===== config.mk =====
export PLATFORM = sky130hd
export DESIGN_NAME = segment_address_translator_core
export DESIGN_NICKNAME = d
export VERILOG_FILES = /design/src/rtl/sat_pkg.sv /design/src/rtl/sat_map_ram.sv /design/src/rtl/sat_xlate.sv /design/src/rtl/segment_address_translator_core.sv
export SDC_FILE = /design/constraint.sdc
export NUM_CORES = 2
export LEC_CHECK = 0
export BUFFER_PORTS_ARGS = -buffer_cell sky130_fd_sc_hd__clkbuf_2
export CORE_ASPECT_RATIO = 0.6
export CORE_MARGIN = 1
export CORE_UTILIZATION = 40
export DETAILED_ROUTE_END_ITERATION = 12
export HOLD_SLACK_MARGIN = 0.1
export PLACE_DENSITY = 0.55
export SKIP_LAST_GASP = 1
export SYNTH_ARGS = -nofsm -noshare
export SYNTH_HDL_FRONTEND = slang
export SYNTH_HIERARCHICAL = 1
export SYNTH_MEMORY_MAX_BITS = 65536
export SYNTH_SLANG_ARGS = --single-unit

===== constraint.sdc =====
create_clock -name clk -period 5.31 [get_ports clk]
set_input_delay 0.531 -clock clk [delete_from_list [all_inputs] [get_ports clk]]
set_output_delay 0.531 -clock clk [all_outputs]
set_load 0.03 [all_outputs]

===== src/rtl/sat_pkg.sv =====
// Shared constants, types and helpers of the segment address translator.
`default_nettype none
package sat_pkg;

	localparam int PROC_SLOTS   = 32;
	localparam int CLICK_BITS   = 4;
	localparam int NUM_SEGMENTS = 3;
	localparam int SLOT_W       = $clog2(PROC_SLOTS);
	localparam int ENTRY_W      = 48;
	localparam int ROW_W        = NUM_SEGMENTS * ENTRY_W;

	localparam logic       KIND_LOAD   = 1'b0;
	localparam logic       KIND_XLATE  = 1'b1;
	localparam logic [1:0] SEG_TEXT    = 2'd0;
	localparam logic [1:0] SEG_DATA    = 2'd1;
	localparam logic [1:0] SEG_STACK   = 2'd2;

	typedef logic [SLOT_W-1:0]       slot_t;
	typedef logic [NUM_SEGMENTS-1:0] lane_t;
	typedef logic [ROW_W-1:0]        row_t;

	typedef struct packed {
		logic [15:0] vbase;
		logic [15:0] len;
		logic [15:0] pbase;
	} seg_entry_t;

	typedef struct packed {
		logic        valid;
		logic        fault;
		logic        text;
		logic [15:0] vclick;
		logic [15:0] last_click;
		logic [15:0] virt_addr;
	} xreq_t;

	function automatic seg_entry_t row_entry(input row_t row, input logic [1:0] seg);
		seg_entry_t e;
		e = seg_entry_t'(row[int'(seg)*ENTRY_W +: ENTRY_W]);
		return e;
	endfunction

	function automatic logic [16:0] seg_end(input seg_entry_t e);
		return {1'b0, e.vbase} + {1'b0, e.len};
	endfunction

	function automatic logic [31:0] seg_pa(input seg_entry_t e, input logic [15:0] vaddr);
		return (32'(e.pbase) << CLICK_BITS) + 32'(vaddr) - (32'(e.vbase) << CLICK_BITS);
	endfunction

endpackage
`default_nettype wire


===== src/rtl/sat_map_ram.sv =====
// Segment map memory: one row per slot, lane-wise write, registered read.
`default_nettype none
module sat_map_ram #(
	parameter int DEPTH  = 32,
	parameter int LANES  = 3,
	parameter int LANE_W = 48,
	parameter int AW     = $clog2(DEPTH)
) (
	input  wire logic                    clk,
	input  wire logic [AW-1:0]           addr,
	input  wire logic [LANES-1:0]        we,
	input  wire logic [LANES*LANE_W-1:0] wdata,
	input  wire logic                    re,
	output logic      [LANES*LANE_W-1:0] rdata
);

	logic [LANES*LANE_W-1:0] mem [DEPTH];
	logic [LANES*LANE_W-1:0] rdata_q;

	always_ff @(posedge clk) begin
		for (int l = 0; l < LANES; l++) begin
			if (we[l]) begin
				mem[addr][l*LANE_W +: LANE_W] <= wdata[l*LANE_W +: LANE_W];
			end
		end
		if (re) begin
			rdata_q <= mem[addr];
		end
	end

	assign rdata = rdata_q;

endmodule
`default_nettype wire


===== src/rtl/sat_xlate.sv =====
// Translate datapath: segment end and address terms, then select and fault check.
`default_nettype none
module sat_xlate (
	input  wire logic            clk,
	input  wire logic            arst_n,
	input  wire sat_pkg::xreq_t  xreq_s1,
	input  wire sat_pkg::row_t   row,
	output logic                 done,
	output logic [31:0]          phys_addr,
	output logic                 fault
);

	sat_pkg::seg_entry_t text_e, data_e, stack_e;

	logic        valid_s2;
	logic        fault_s2;
	logic        text_s2;
	logic [15:0] vclick_s2;
	logic [15:0] last_click_s2;
	logic [16:0] text_end_s2, data_end_s2, stack_end_s2;
	logic [31:0] text_pa_s2, data_pa_s2, stack_pa_s2;

	logic        use_data;
	logic [16:0] sel_end;
	logic [31:0] sel_pa;
	logic        flt;

	logic        done_q;
	logic        fault_q;
	logic [31:0] phys_addr_q;

	assign text_e  = sat_pkg::row_entry(row, sat_pkg::SEG_TEXT);
	assign data_e  = sat_pkg::row_entry(row, sat_pkg::SEG_DATA);
	assign stack_e = sat_pkg::row_entry(row, sat_pkg::SEG_STACK);

	always_ff @(posedge clk or negedge arst_n) begin
		if (!arst_n) begin
			valid_s2 <= 1'b0;
		end else begin
			valid_s2 <= xreq_s1.valid;
		end
	end

	always_ff @(posedge clk) begin
		if (xreq_s1.valid) begin
			fault_s2      <= xreq_s1.fault;
			text_s2       <= xreq_s1.text;
			vclick_s2     <= xreq_s1.vclick;
			last_click_s2 <= xreq_s1.last_click;
			text_end_s2   <= sat_pkg::seg_end(text_e);
			data_end_s2   <= sat_pkg::seg_end(data_e);
			stack_end_s2  <= sat_pkg::seg_end(stack_e);
			text_pa_s2    <= sat_pkg::seg_pa(text_e, xreq_s1.virt_addr);
			data_pa_s2    <= sat_pkg::seg_pa(data_e, xreq_s1.virt_addr);
			stack_pa_s2   <= sat_pkg::seg_pa(stack_e, xreq_s1.virt_addr);
		end
	end

	always_comb begin
		use_data = ({1'b0, last_click_s2} < data_end_s2);
		if (text_s2) begin
			sel_end = text_end_s2;
			sel_pa  = text_pa_s2;
		end else if (use_data) begin
			sel_end = data_end_s2;
			sel_pa  = data_pa_s2;
		end else begin
			sel_end = stack_end_s2;
			sel_pa  = stack_pa_s2;
		end
		flt = fault_s2 || ({1'b0, vclick_s2} >= sel_end);
	end

	always_ff @(posedge clk or negedge arst_n) begin
		if (!arst_n) begin
			done_q  <= 1'b0;
			fault_q <= 1'b0;
		end else begin
			done_q  <= valid_s2;
			fault_q <= valid_s2 && flt;
		end
	end

	always_ff @(posedge clk) begin
		if (valid_s2) begin
			phys_addr_q <= flt ? 32'd0 : sel_pa;
		end
	end

	assign done      = done_q;
	assign fault     = fault_q;
	assign phys_addr = phys_addr_q;

endmodule
`default_nettype wire


===== src/rtl/segment_address_translator_core.sv =====
// Top level of the segment address translator.
//
// Usage:
//   A request is taken on a rising edge with start high and busy low; kind
//   selects a map load (no result) or a translation (one result).
//   busy stays low: the block takes one request in every cycle.
//   A load writes one lane of the slot's row (none for segment code 3) in the
//   map memory at the edge that takes it; a translation in the next cycle already sees it.
//   A translation reads the whole slot row from the map memory into the read
//   register, forms segment ends and candidate addresses in the stage-two
//   registers, then selects the text, data or stack entry and checks the limit
//   into the result register.
//   done is high for one cycle with each result; phys_addr is zero on a fault.
//   Throughput is one request per cycle, set by the single map memory port.
//   The receiver cannot stall; results are not held.
//   Reset clears the first pipeline stage and the valid flags; the map
//   holds no defined value until each entry is loaded.
`default_nettype none
module segment_address_translator_core (
	input  wire logic        clk,
	input  wire logic        arst_n,
	input  wire logic        start,
	output logic             busy,
	input  wire logic        kind,
	input  wire logic [4:0]  proc_slot,
	input  wire logic [1:0]  segment,
	input  wire logic [15:0] virt_addr,
	input  wire logic [15:0] byte_count,
	input  wire logic [15:0] map_vir_clicks,
	input  wire logic [15:0] map_len_clicks,
	input  wire logic [15:0] map_phys_clicks,
	output logic             done,
	output logic [31:0]      phys_addr,
	output logic             fault
);

	logic                accept;
	logic                slot_ok;
	logic                load_we;
	logic                xlate_re;
	sat_pkg::lane_t      lane_we;
	sat_pkg::seg_entry_t wentry;
	sat_pkg::row_t       wrow;
	sat_pkg::row_t       rrow;
	logic [15:0]         last_byte;
	sat_pkg::xreq_t      xreq_d;
	sat_pkg::xreq_t      xreq_s1;

	assign busy     = 1'b0;
	assign accept   = start && !busy;
	assign slot_ok  = int'(proc_slot) < sat_pkg::PROC_SLOTS;
	assign load_we  = accept && (kind == sat_pkg::KIND_LOAD) && slot_ok
		&& (int'(segment) < sat_pkg::NUM_SEGMENTS);
	assign xlate_re = accept && (kind == sat_pkg::KIND_XLATE);
	assign lane_we  = load_we ? (sat_pkg::lane_t'(1) << segment) : '0;

	assign wentry.vbase = map_vir_clicks;
	assign wentry.len   = map_len_clicks;
	assign wentry.pbase = map_phys_clicks;
	assign wrow         = {sat_pkg::NUM_SEGMENTS{wentry}};

	assign last_byte = virt_addr + byte_count - 16'd1;

	always_comb begin
		xreq_d.valid      = xlate_re;
		xreq_d.fault      = !slot_ok || (byte_count == 16'd0);
		xreq_d.text       = (segment == sat_pkg::SEG_TEXT);
		xreq_d.vclick     = virt_addr >> sat_pkg::CLICK_BITS;
		xreq_d.last_click = last_byte >> sat_pkg::CLICK_BITS;
		xreq_d.virt_addr  = virt_addr;
	end

	always_ff @(posedge clk or negedge arst_n) begin
		if (!arst_n) begin
			xreq_s1 <= '0;
		end else if (xlate_re) begin
			xreq_s1 <= xreq_d;
		end else begin
			xreq_s1.valid <= 1'b0;
		end
	end

	sat_map_ram #(
		.DEPTH  (sat_pkg::PROC_SLOTS),
		.LANES  (sat_pkg::NUM_SEGMENTS),
		.LANE_W (sat_pkg::ENTRY_W)
	) u_map_ram (
		.clk   (clk),
		.addr  (sat_pkg::slot_t'(proc_slot)),
		.we    (lane_we),
		.wdata (wrow),
		.re    (xlate_re),
		.rdata (rrow)
	);

	sat_xlate u_xlate (
		.clk       (clk),
		.arst_n    (arst_n),
		.xreq_s1   (xreq_s1),
		.row       (rrow),
		.done      (done),
		.phys_addr (phys_addr),
		.fault     (fault)
	);

`ifndef SYNTHESIS
	a_result_follows: assert property (@(posedge clk) disable iff (!arst_n)
		xreq_s1.valid |-> ##2 done)
		else $error("translate request lost in pipeline");

	a_result_has_cause: assert property (@(posedge clk) disable iff (!arst_n)
		done |-> $past(xreq_s1.valid, 2))
		else $error("result without a translate request");

	a_early_fault: assert property (@(posedge clk) disable iff (!arst_n)
		(xreq_s1.valid && xreq_s1.fault) |-> ##2 (done && fault))
		else $error("zero count or bad slot did not fault");

	a_fault_zero: assert property (@(posedge clk) disable iff (!arst_n)
		(done && fault) |-> (phys_addr == 32'd0))
		else $error("faulting result carries an address");
`endif

endmodule
`default_nettype wire


==> reports/metrics.csv <==
stage,metric,value,unit
synth,Async SR Flop Fraction,0.006867,
detailed_routing,DR WL/cell,33.19,um
cts,post-cts sizing count,0,
floorplanning,Die X,899.8,um
synth,Mapped Cells,10796,
place,post-place setup slack,0.8219,ns
synth,"FF+latch count, synth",4951,
critical_path,CP dominant cell by count,buf_4,
critical_path,crit path kind,flop to flop,
final_layout,register area,148500,um2
synth,top-area cell type share of the netlist area,0.7632,
detailed_routing,Max Used Layer,met5,
cts,"Reg clk slew, reported paths",0.07,ns
synth,mapped cell area,193500,um2
detailed_routing,drt total wl,598900,um
final_layout,footprint of the multi-input gates,42210,um2
final_layout,"Design Area, Final",220000,um2
power_and_ir_drop,worst vdd ir,0.0002840,V
grt,first-pass GRT wire length,811900,um
outcome,failing checks,"capacitance limit, slew limit",
sta,Max Transition Viols Final,2,
final_layout,Finished Core Util,0.4578,
hold_path,Hold Path Class,input port to flop,
detailed_routing,met1 WL,280600,um
synth,most common library cells after synthesis,"edfxtp_1, mux2i_1, o22ai_1, nor4_1, buf_2",
sta,Final Hold Fails,0,
sta,Slew headroom,-0.03196,
grt,initial antenna violation count,63,
cts,clk buf depth,4,
sta,fmax,217.4,MHz
detailed_routing,wire length on met3,68240,um
sta,final setup fails,0,
cts,Clock Latency Late Sink,1.02,ns
cts,CTS tree,done,
place,IO Port Bufs,124,
critical_path,worst-path cell chain,"ha_1, a21o_1, a21o_1, a211oi_2, o211ai_1, a21oi_4, buf_4, buf_4, mux2i_1, nor2_1, a21oi_1, ha_1, o211ai_1, a2111oi_0, buf_4, o21ai_2, buf_12, and2_1",
critical_path,CP endpoint kind,flop,
critical_path,"Arr. time, crit path",5.30,ns
sta,Fin Setup TNS,0,ns
critical_path,CP max-delay cell,a2111oi_0,
critical_path,Max stage delay on crit path,0.43,ns
power_and_ir_drop,Design Power,80940,uW
detailed_routing,routed vias,107032,
floorplanning,starting density of the core,0.4025,
sta,setup ws final,0.7106,ns
power_and_ir_drop,Sw Share,0.2265,
sta,RSZ-0062 raised after global routing,false,
sta,crit share post-route,0.8662,
outcome,outcome,finished with violations,
synth,register area share after synthesis,0.7676,
final_layout,# fillers,40591,
detailed_routing,routed wl met2,237100,um
place,Placer Congestion,0.9425,
floorplanning,chip height,540.7,um
grt,largest net degree at the start of global routing,97,
synth,Synth Warn #,6,
power_and_ir_drop,internal power,62600,uW
synth,"count leader, synth",edfxtp_1,
run,max-cap violations,1,
synth,post-synth top area cell,edfxtp_1,
final_layout,Final nets,11612,
cts,H-tree depth,5,
place,placed inst area,205400,um2
grt,vias in the first global route,100201,
cts,Post CTS Setup Buffer Count,0,
critical_path,CP Data Required Time,6.01,ns
sta,fin crit period,4.599,ns
detailed_routing,drt drc,0,
floorplanning,die area,486500,um2
power_and_ir_drop,Leak,0.07677,uW
detailed_routing,Initial DRC Count,14670,
synth,Post-synth EDFFs,4917,
detailed_routing,post-route ant nets,0,
detailed_routing,DRT Pass-1 Iters,5,
floorplanning,# IOs,126,
power_and_ir_drop,total power per unit cell area,367.8,nW/um2
power_and_ir_drop,part of the power in registers,0.541,
synth,Synth Area per Inst,17.92,um2
cts,Clock Tree Root,clkbuf_16,
power_and_ir_drop,P_sw,18330,uW
cts,clock sinks,4951,
grt,GRT Util Overall,0.2378,
floorplanning,core area,480600,um2
final_layout,P&R area growth vs syn,13.74,%
detailed_routing,vias per cell,5.932,
critical_path,crit path launch type,flop,
critical_path,critical path's top delay family,compound AO/OA/AOI/OAI gates,
critical_path,CP Max Fanout,23,
floorplanning,row count,197,
power_and_ir_drop,combinational share of power,0.065,
place,post-DP HPWL,354900,um
critical_path,crit path buf inv count,4,
grt,grt ovf,0,
synth,Yosys cell types,88,
sta,Final Skew,0.09071,ns
power_and_ir_drop,clock share of power,0.394,
synth,ys flop type,edfxtp_1,
final_layout,share of cells above drive strength 1,0.1142,
synth,Synth area leaders,"edfxtp_1, mux2i_1, o22ai_1, ha_1, nor4_1",
sta,Worst-Margin Slew,1.534,ns
cts,Num CTS Buffers,442,
-- flip-flops by register name (all words and copies together), names as in the netlist --
register	flops
u_xlate/fault_s2	1
xreq_s1	31
u_map_ram/mem	4608
u_xlate/text_s2	1
u_xlate/vclick_s2	16
u_xlate/stack_end_s2	17
u_xlate/data_pa_s2	18
u_xlate/data_end_s2	17
u_xlate/phys_addr	22
u_xlate/stack_pa_s2	18
u_xlate/fault	1
u_xlate/valid_s2	1
u_map_ram/rdata	144
u_xlate/done	1
u_xlate/last_click_s2	16
u_xlate/text_end_s2	17
u_xlate/text_pa_s2	22
-- power groups by stage --
stage / logic [uW] / clock network (uW) / registers (uW)
floorplan: 2890 / 0 / 44400
global placement: 5090 / 0 / 44600
detailed placement: 5170 / 0 / 44600
CTS: 5220 / 32300 / 43800
global route: 5590 / 33700 / 43800
finish: 5270 / 31900 / 43800
-- cells by family after synthesis --
| logic type | after synthesis | share of synthesized area |
|---|---|---|
| AO/OA/AOI/OAI | 1526 | 0.04994 |
| XOR/XNOR | 88 | 0.003984 |
| adder cells (fa/ha/maj) | 211 | 0.01528 |
| buffers and inverters | 829 | 0.01927 |
| flip-flops | 4951 | 0.7676 |
| multiplexers | 2338 | 0.1210 |
| other | 1 | 0.00001938 |
| AND/OR/NAND/NOR | 852 | 0.02290 |
-- cell usage in the layout, fill, tap and decap left out, types with 14 or more instances in the layout --
master and count:
nand4_1 17, dfrtp_1 33, fa_1 42, ha_1 169, dlygate4sd3_1 55, inv_1 262, a21o_1 55, xnor2_1 62
xor2_1 26, clkbuf_2 75, and2_1 26, clkbuf_1 96, mux2i_1 2338, nor4_1 284, edfxtp_1 4917, o21ai_1 21
o22ai_1 1154, clkbuf_16 448, nor2_4 96, clkinv_1 102, o21bai_1 17, clkinv_2 73, bufinv_16 40, buf_4 362
o21a_1 14, buf_12 132, nand3_1 22, o21ai_0 74, nor2_1 59, nand2_1 245, a21oi_1 100
-- final timing paths --
check	from	end	slack [ns]	depth (start not counted)
min in group asynchronous	arst_n	xreq_s1[48]$_DFFE_PN0P_	0.27	2
worst min-delay path	map_vir_clicks[1]	u_map_ram/mem[6][33]$_DFFE_PP_	0.16	1
worst max register to register	u_xlate/last_click_s2[6]$_DFFE_PP_	u_xlate/phys_addr[3]$_SDFFCE_PP0P_	0.71	18
max in group asynchronous	arst_n	xreq_s1[50]$_DFF_PN0_	4.32	2
worst min register to register	xreq_s1[0]$_DFFE_PN0P_	u_xlate/text_pa_s2[0]$_DFFE_PP_	0.48	0
worst max-delay path	u_xlate/last_click_s2[6]$_DFFE_PP_	u_xlate/phys_addr[3]$_SDFFCE_PP0P_	0.71	18
-- final cells by class --
| type | instances | area share |
|---|---|---|
| Sequential cell | 4951 | 0.6749 |
| Multi-Input combinational cell | 5024 | 0.1918 |
| Clock buffer | 545 | 0.05265 |
| Tap cell | 6368 | 0.03621 |
| Timing Repair Buffer | 628 | 0.02866 |
| Clock inverter | 250 | 0.01103 |
| Inverter | 263 | 0.004521 |
| Antenna cell | 13 | 0.0001478 |
-- per-layer routing --
metal  global-route usage  vias to the layer above
met5                    0                        -
met4              0.04901                       22
met3              0.05448                      717
met2               0.3194                     5790
met1               0.3887                    56148
li1                     -                    44355
-- repair_timing --
action / 4_1_cts / 5_1_grt
endpoints found under the setup margin: 0 / 0
endpoints found under the hold margin: 1001 / 0
hold buffers: 55 / 0
-- per-stage QoR --
step	instances	hold WS (ns)
2_1_floorplan	10804	0.2354
3_3_place_gp	17179	0.4464
3_5_place_dp	17179	0.4469
4_1_cts	18029	0.1007
5_1_grt	18030	0.1368
6_report	18042	0.1634
Note: power is estimated with default switching activity, not from simulation.
